$ cat src/design/tbeh_pkg.sv
// Package for the time-binned energy histogram unit.
// Holds field widths, reset values, command and register codes and shared types.
// No dependencies; every other design file refers to it by scoped names.
package tbeh_pkg;

  localparam int unsigned NumBinsDef = 400;
  localparam int unsigned TimeW      = 32;
  localparam int unsigned StepW      = 16;
  localparam int unsigned EnergyW    = 24;
  localparam int unsigned AccW       = 40;
  localparam int unsigned BinNumW    = 9;
  localparam int unsigned CmdW       = 2;
  localparam int unsigned CfgIdxW    = 2;
  localparam int unsigned InDataW    = 56;
  localparam int unsigned OutDataW   = 56;

  localparam logic [TimeW-1:0] TimeStartRst = 32'd1000;
  localparam logic [StepW-1:0] BinStepRst   = 16'd10;

  typedef enum logic [CmdW-1:0] {
    CMD_ADD   = 2'd0,
    CMD_QUERY = 2'd1,
    CMD_CLEAR = 2'd2
  } cmd_e;

  typedef enum logic [CfgIdxW-1:0] {
    CFG_TIME_START = 2'd0,
    CFG_BIN_STEP   = 2'd1
  } cfg_idx_e;

  typedef enum logic [2:0] {
    ST_CLEAR,
    ST_IDLE,
    ST_DIV,
    ST_READ,
    ST_UPDATE
  } state_e;

  typedef struct packed {
    logic             start;
    logic [TimeW-1:0] dividend;
    logic [StepW-1:0] divisor;
  } div_req_t;

  typedef struct packed {
    logic             busy;
    logic             done;
    logic [TimeW-1:0] quotient;
  } div_rsp_t;

endpackage

$ cat src/design/tbeh_div.sv
// Bit-serial restoring divider: one quotient bit per cycle.
// Divides the unsigned time offset by the bin step; uses tbeh_pkg.
// The dividend register shifts out dividend bits and shifts in quotient bits.
module tbeh_div (
  input  logic               clk_i,
  input  logic               rst_ni,
  input  tbeh_pkg::div_req_t req_i,
  output tbeh_pkg::div_rsp_t rsp_o
);

  localparam int unsigned CntW = $clog2(tbeh_pkg::TimeW);

  logic [tbeh_pkg::TimeW-1:0] dvd_q, dvd_d;
  logic [tbeh_pkg::StepW-1:0] dvs_q, dvs_d;
  logic [tbeh_pkg::StepW-1:0] rem_q, rem_d;
  logic [CntW-1:0]            cnt_q, cnt_d;
  logic                       busy_q, busy_d;
  logic                       done_q, done_d;

  logic [tbeh_pkg::StepW:0]   rem_shift;
  logic [tbeh_pkg::StepW:0]   trial;
  logic                       qbit;

  assign rem_shift = {rem_q, dvd_q[tbeh_pkg::TimeW-1]};
  assign trial     = rem_shift - {1'b0, dvs_q};
  assign qbit      = ~trial[tbeh_pkg::StepW];

  always_comb begin
    dvd_d  = dvd_q;
    dvs_d  = dvs_q;
    rem_d  = rem_q;
    cnt_d  = cnt_q;
    busy_d = busy_q;
    done_d = 1'b0;
    if (req_i.start) begin
      dvd_d  = req_i.dividend;
      dvs_d  = req_i.divisor;
      rem_d  = '0;
      cnt_d  = '0;
      busy_d = 1'b1;
    end else if (busy_q) begin
      dvd_d = {dvd_q[tbeh_pkg::TimeW-2:0], qbit};
      rem_d = qbit ? trial[tbeh_pkg::StepW-1:0] : rem_shift[tbeh_pkg::StepW-1:0];
      cnt_d = cnt_q + CntW'(1);
      if (cnt_q == CntW'(tbeh_pkg::TimeW - 1)) begin
        busy_d = 1'b0;
        done_d = 1'b1;
      end
    end
  end

  always_ff @(posedge clk_i or negedge rst_ni) begin
    if (!rst_ni) begin
      cnt_q  <= '0;
      busy_q <= 1'b0;
      done_q <= 1'b0;
    end else begin
      cnt_q  <= cnt_d;
      busy_q <= busy_d;
      done_q <= done_d;
    end
  end

  always_ff @(posedge clk_i) begin
    dvd_q <= dvd_d;
    dvs_q <= dvs_d;
    rem_q <= rem_d;
  end

  assign rsp_o.busy     = busy_q;
  assign rsp_o.done     = done_q;
  assign rsp_o.quotient = dvd_q;

endmodule

$ cat config.mk
export PLATFORM = sky130hd
export DESIGN_NAME = tbeh_div
export DESIGN_NICKNAME = d
export VERILOG_FILES = /design/src/design/tbeh_pkg.sv /design/src/design/tbeh_div.sv
export SDC_FILE = /design/constraint.sdc
export NUM_CORES = 1
export LEC_CHECK = 0
export BUFFER_PORTS_ARGS = -buffer_cell sky130_fd_sc_hd__buf_2
export CORE_MARGIN = 2
export CORE_UTILIZATION = 49
export CTS_CLUSTER_SIZE = 14
export DETAILED_ROUTE_END_ITERATION = 10
export GPL_TIMING_DRIVEN = 0
export HOLD_SLACK_MARGIN = 0.15
export MAX_ROUTING_LAYER = met4
export PLACE_DENSITY = 0.76
export SYNTH_ARGS = -nofsm -noshare
export SYNTH_HDL_FRONTEND = slang
export SYNTH_SLANG_ARGS = --single-unit
$ cat constraint.sdc
create_clock -name clk_i -period 2.7 [get_ports clk_i]
set_input_delay 0.54 -clock clk_i [delete_from_list [all_inputs] [get_ports clk_i]]
set_output_delay 0.54 -clock clk_i [all_outputs]
set_load 0.02 [all_outputs]
# Word-level counts from Yosys, hierarchy flattened
# Index checks and enable logic that the tools add are counted.
[word_totals]
ff_bits = 71
out_inout_bits = 34
[op_classes]
add_sub_neg = 2
bitwise = 1
n_reduce_logical = 1
n_mux = 11
eq_ne = 1
[ops]
columns = ["operator", "n"]
rows = [
  ["$mux 32", 2],
  ["$sub 17x16->17", 1],
  ["$mux 16", 1],
  ["$mux 5", 2],
  ["$mux 1", 6],
  ["$add 5x1->5 const B", 1],
  ["$eq 5x5->1 const B", 1],
  ["$reduce_bool 2->1", 1],
  ["$not 1->1", 1],
]

# Logic depth before layout (Yosys ltp)
[logic_depth]
depth_word = 4
mapped_depth = 11
ltp_nobuf = 10

# Least setup slack after synthesis
# OpenSTA, ideal clock, no wires.
[synth_path]
path_type = "register -> register"
start = "reg dvd_q[31] in the netlist's numbering"
end = "reg rem_q[15] in the netlist's numbering"
setup_slack_ps = -238
stages_incl_launch_ff = 11
path_buffers = 0
arrival_ps = 2816
cell_sequence = "edfxtp_1 inv_1 ha_1 fa_1 and2b_1 o2111ai_2 a211oi_1 nor3_2 a21oi_1 mux2_2 a221o_1"
[synth_via]
elab_chain_len = 2
[synth_rtl]
columns = ["item", "line", "text"]
rows = [
  ["start, declared", "tbeh_div.sv:13", "logic [tbeh_pkg::TimeW-1:0] dvd_q, dvd_d;"],
  ["start signal, assigned", "tbeh_div.sv:65", "dvd_q <= dvd_d;"],
  ["$sub 17x16->17", "tbeh_div.sv:25", "assign trial = rem_shift - {1'b0, dvs_q};"],
  ["$mux 16", "tbeh_div.sv:43", "rem_d = qbit ? trial[tbeh_pkg::StepW-1:0] : rem_shift[tbeh_pkg::StepW-1:0];"],
  ["end signal, assigned", "tbeh_div.sv:67", "rem_q <= rem_d;"],
  ["end, declared", "tbeh_div.sv:15", "logic [tbeh_pkg::StepW-1:0] rem_q, rem_d;"],
]
# No other way between the ends.
# A chain may end at the register's enable or synchronous reset.

# Worst setup path after layout
[layout_path]
start = "reg dvs_q[0] in the netlist's numbering"
end = "reg rem_q[15] in the netlist's numbering"
[layout_via]
elab_chain_len = 2
[layout_rtl]
columns = ["item", "line", "text"]
rows = [
  ["start, declared", "tbeh_div.sv:14", "logic [tbeh_pkg::StepW-1:0] dvs_q, dvs_d;"],
  ["start signal, assigned", "tbeh_div.sv:66", "dvs_q <= dvs_d;"],
  ["$sub 17x16->17", "tbeh_div.sv:25", ""],
  ["$mux 16", "tbeh_div.sv:43", ""],
]
# No other way between the ends.

==> results.md <==
- The run finished, with violations left.
- The final reports fail on setup timing.
- Once detail routing completed, the nets flagged for antenna violations numbered 0.
- The first global-routing pass estimated about 14,000 um of wire.
- For this block, the via count after detailed routing is 2,901.
- The tree is rooted in a sky130_fd_sc_hd__clkbuf_8.
- Derived from the worst setup path, the maximum achievable clock frequency is 0.3674 GHz.
- The relative max-transition margin is approximately 19%.
- When the netlist entered floorplanning its net count stood at between 300 and 400.
- The detailed-route DRC error count is 0.
- The number of cells on the worst reg-to-reg path is 9.
- The type of the worst setup path is reg -> reg.
- The fraction of synthesized cell area taken by the top area cell type is 38.08%.
- The post-route clock period utilization is 100.8%.
- The relative area change from synthesis to final layout is 24.17%.
- Row generation in the floorplan step produced 32 rows.
- Before CTS, the worst setup slack after placement is -148.4 ps.
- The most crowded layer after global routing is met2.
- The I/O pin count is 85.
- Of the cells placed in the final design, the portion with a size suffix greater than 1 is 37.53%.
- The data arrival time of the worst path is 2970 ps.
- The synthesized design contains 71 register bits.
- By area the synthesized netlist is led by sky130_fd_sc_hd__edfxtp_1 (38%), sky130_fd_sc_hd__mux2_2 (9.5%), sky130_fd_sc_hd__dfxtp_1 (8.5%).
- The worst-margin pin slew is between 1000 and 1500 ps.
- The synthesized area is 3785 sq um.
- The total overflow left after global routing is 0.
- Dividing the detail-routed via count by the number of cells gives 5.382.
- The CTS tree is built.
- The die boundary width is 91.89 um.
- The die covers 8443 sq um.
- The number of global-route vias before repair is between 3,000 and 4,000.
- In the final routed layout, each cell accounts on average for 15.92 um.
- The total number of nets in the final design is about 500.
- The static leakage is 2.082 nW.
- Once layout is done, the placed cells without fillers occupy 4700 sq um.
- The number of pins with negative max-slew slack in the final report is 0.
- For this run, global-route usage on met1 was measured as roughly 28%.
- The number of buffers inserted during clock tree synthesis is 9.
- In the global route stage, overall resource usage came out at 21.88%.
- The post-place instance area is around 4300 sq um.
- The kind of end point of the critical path is a flop.
- The most used flip-flop cell after synthesis is sky130_fd_sc_hd__edfxtp_1.
- The weighted congestion at the end of routability-driven global placement is just over 0.9.
- The distinct cell type count of the synthesized netlist is 55.
- Once layout is complete, the utilization of the core stands at 61.78%.
- Global routing consumed, on the met3 layer, 5.505% of the routing resources.
- The placed instance count is 515.
- Setup violations remaining at the end of the flow were counted as 1.
- The per-instance average area after synthesis is 11.50 sq um.
- The final number of hold-violating endpoints came to 0.
- The most common cell after layout, fill and taps aside is sky130_fd_sc_hd__buf_2.
- The count of flip-flops with a built-in enable after synthesis is 48.
- For this run, the register share of the synthesized area comes to between 50% and 60%.
- After layout, the worst setup slack is -21.60 ps.
- The post-layout instance count excluding filler cells is 539.
- The filler cell count in the final layout is 635.
- The total power density per cell area is 541.7 nW/um^2.
- Clock-pin slew was measured on the worst setup and hold paths at 80 ps.
- Setup repair after global routing could not meet its margin everywhere.
- The hold path depth is 1.
- Of all nets on the critical path, the largest fanout is 3.
- For the finished layout, the period the worst path requires is 2722 ps.
- In this run the number of H-tree levels came out at 3.
- The violation count after the first detailed-route iteration is 139.
- Counting every sink on the clock net gives 71.
- The pre-antenna-repair detailed-routing pass consisted of 4 iterations.
- The class of the worst hold path is in -> reg.
- Leaving out fill and tap cells, the most frequent cells in the layout are sky130_fd_sc_hd__buf_2 (86), sky130_fd_sc_hd__edfxtp_1 (48), sky130_fd_sc_hd__nor2_1 (36), sky130_fd_sc_hd__mux2_2 (31), sky130_fd_sc_hd__inv_1 (22).
- The sum of routed wire length over all layers is 8580 um.
- The clock latency on the worst-skew pair is 350 ps.
- The clock tree buffer depth is 2.
- 0 antenna diodes ended up in the layout.
- From bottom edge to top edge, the die measures slightly above 90 um.
- The completed layout was analyzed and its total power is 0.002546 W.
- The count of input and output buffers is 84.
- The kind of start point of the critical path is a flop.
- VDD sags by at most 0.3876 mV.
- sky130_fd_sc_hd__edfxtp_1 takes more of the synthesized area than any other cell.
- At the worst endpoint, the required time is 2950 ps.
- The effective utilization at floorplan is 49.75%.
- The standard cell core area is ~7600 sq um.
- The post-DP HPWL is slightly above 6000 um.
- The count of synthesis-stage warnings from yosys is 0.
- The tool flagged a number of max-cap violations equal to 0.
- The number of antenna violations at the first check in global routing came to 0.
- The met2 usage is approximately a third.
- After synthesis, the share of flip-flops with an asynchronous set or reset is 9.859%.
- The cell count after synthesis came out at 329.
- The largest net degree at the start of global routing is 33.
- Clock skew on the completed layout was measured at 14.50 ps.
power by group:
| group | switching, W | internal (W) |
|---|---|---|
| Clock | 0.000427 | 0.000432 |
| Sequential | 0.0000410 | 0.00125 |
| Combinational | 0.000222 | 0.000177 |
| Total | 0.000690 | 0.00186 |
logic make-up after synthesis:
logic type | after synthesis | synth area share, %
buffers and inverters | 41 | 4.628
xor gates and xnor gates | 14 | 3.239
adders and majority gates | 19 | 6.479
AOI/OAI and AO/OA | 61 | 11.64
muxes | 46 | 13.26
DFF | 71 | 51.17
and+or+nand+nor | 77 | 9.587
synthesized netlist by cell type, types with 3 or more instances:
library cell,count
sky130_fd_sc_hd__mux2i_1,13
sky130_fd_sc_hd__clkbuf_1,12
sky130_fd_sc_hd__o21a_1,4
sky130_fd_sc_hd__nand2_1,17
sky130_fd_sc_hd__a21oi_1,12
sky130_fd_sc_hd__inv_1,23
sky130_fd_sc_hd__nor2_1,36
sky130_fd_sc_hd__ha_1,18
sky130_fd_sc_hd__nand4_1,3
sky130_fd_sc_hd__o31ai_1,3
sky130_fd_sc_hd__xnor2_1,10
sky130_fd_sc_hd__a21o_1,3
sky130_fd_sc_hd__o311ai_0,3
sky130_fd_sc_hd__o21ai_0,6
sky130_fd_sc_hd__mux2_2,32
sky130_fd_sc_hd__dfxtp_1,16
sky130_fd_sc_hd__dfrtp_1,7
sky130_fd_sc_hd__xor2_1,4
sky130_fd_sc_hd__edfxtp_1,48
sky130_fd_sc_hd__a211oi_1,10
sky130_fd_sc_hd__nor2b_1,4
sky130_fd_sc_hd__buf_4,3
sky130_fd_sc_hd__nand3_1,3
worst paths after layout:
check	from	endpoint	slack, ps
worst max register to register	dvs_q[0]	rem_q[15]	-20
max in group asynchronous	rst_ni	cnt_q[4]	1990
worst min register to register	rem_q[10]	rem_q[10]	470
min in group asynchronous	rst_ni	done_q	550
worst max-delay path	dvs_q[0]	rem_q[15]	-20
worst min-delay path	req_i[13]	dvs_q[13]	350
layout make-up:
cell class | count | area, sq um | share of cell area [%]
Sequential cell | 71 | 1937 | 41.21
Multi-Input combinational cell | 217 | 1764 | 37.54
Timing Repair Buffer | 92 | 483.0 | 10.28
Clock buffer | 10 | 127.6 | 2.716
Tap cell | 102 | 127.6 | 2.716
Buffer | 18 | 105.1 | 2.236
Inverter | 23 | 86.33 | 1.837
Clock inverter | 6 | 68.82 | 1.464
metal layers:
metal | wire length [um] | vias up
met5 | 0 | -
met4 | 141 | 0
met3 | 491 | 11
met2 | 4083 | 98
met1 | 3864 | 1388
li1 | - | 1404
metrics by stage:
stage	setup TNS, ps	hold slack (ps)
final	-21.60	353.4
after global placement	-2304	380.6
after floorplan	0	244.4
after detailed placement	-4882	382.6
after global routing	-752.0	345.8
after CTS	-330.2	341.0
critical path: stages, from the launching register on:
cell and delay [ps]:
sky130_fd_sc_hd__edfxtp_1 410, sky130_fd_sc_hd__ha_2 210, sky130_fd_sc_hd__fa_2 360, sky130_fd_sc_hd__and2b_2 260, sky130_fd_sc_hd__o2111ai_4 140, sky130_fd_sc_hd__a211oi_4 320, sky130_fd_sc_hd__nor3_2 90, sky130_fd_sc_hd__a21oi_2 200
sky130_fd_sc_hd__mux2_4 320, sky130_fd_sc_hd__a221o_1 300
repair_timing:
item,in CTS,in global routing
hold buffers,1,0
setup endpoints to repair,11,17
pin swaps,6,6
buffers inserted,4,3
gates resized for setup,10,12
endpoints found under the hold margin,7,0
sequential cells by signal (all words and copies together) (netlist names):
name	cells
busy_q	1
rem_q	16
cnt_q	5
dvs_q	16
dvd_q	32
done_q	1
(Power assumes the default switching activity.)
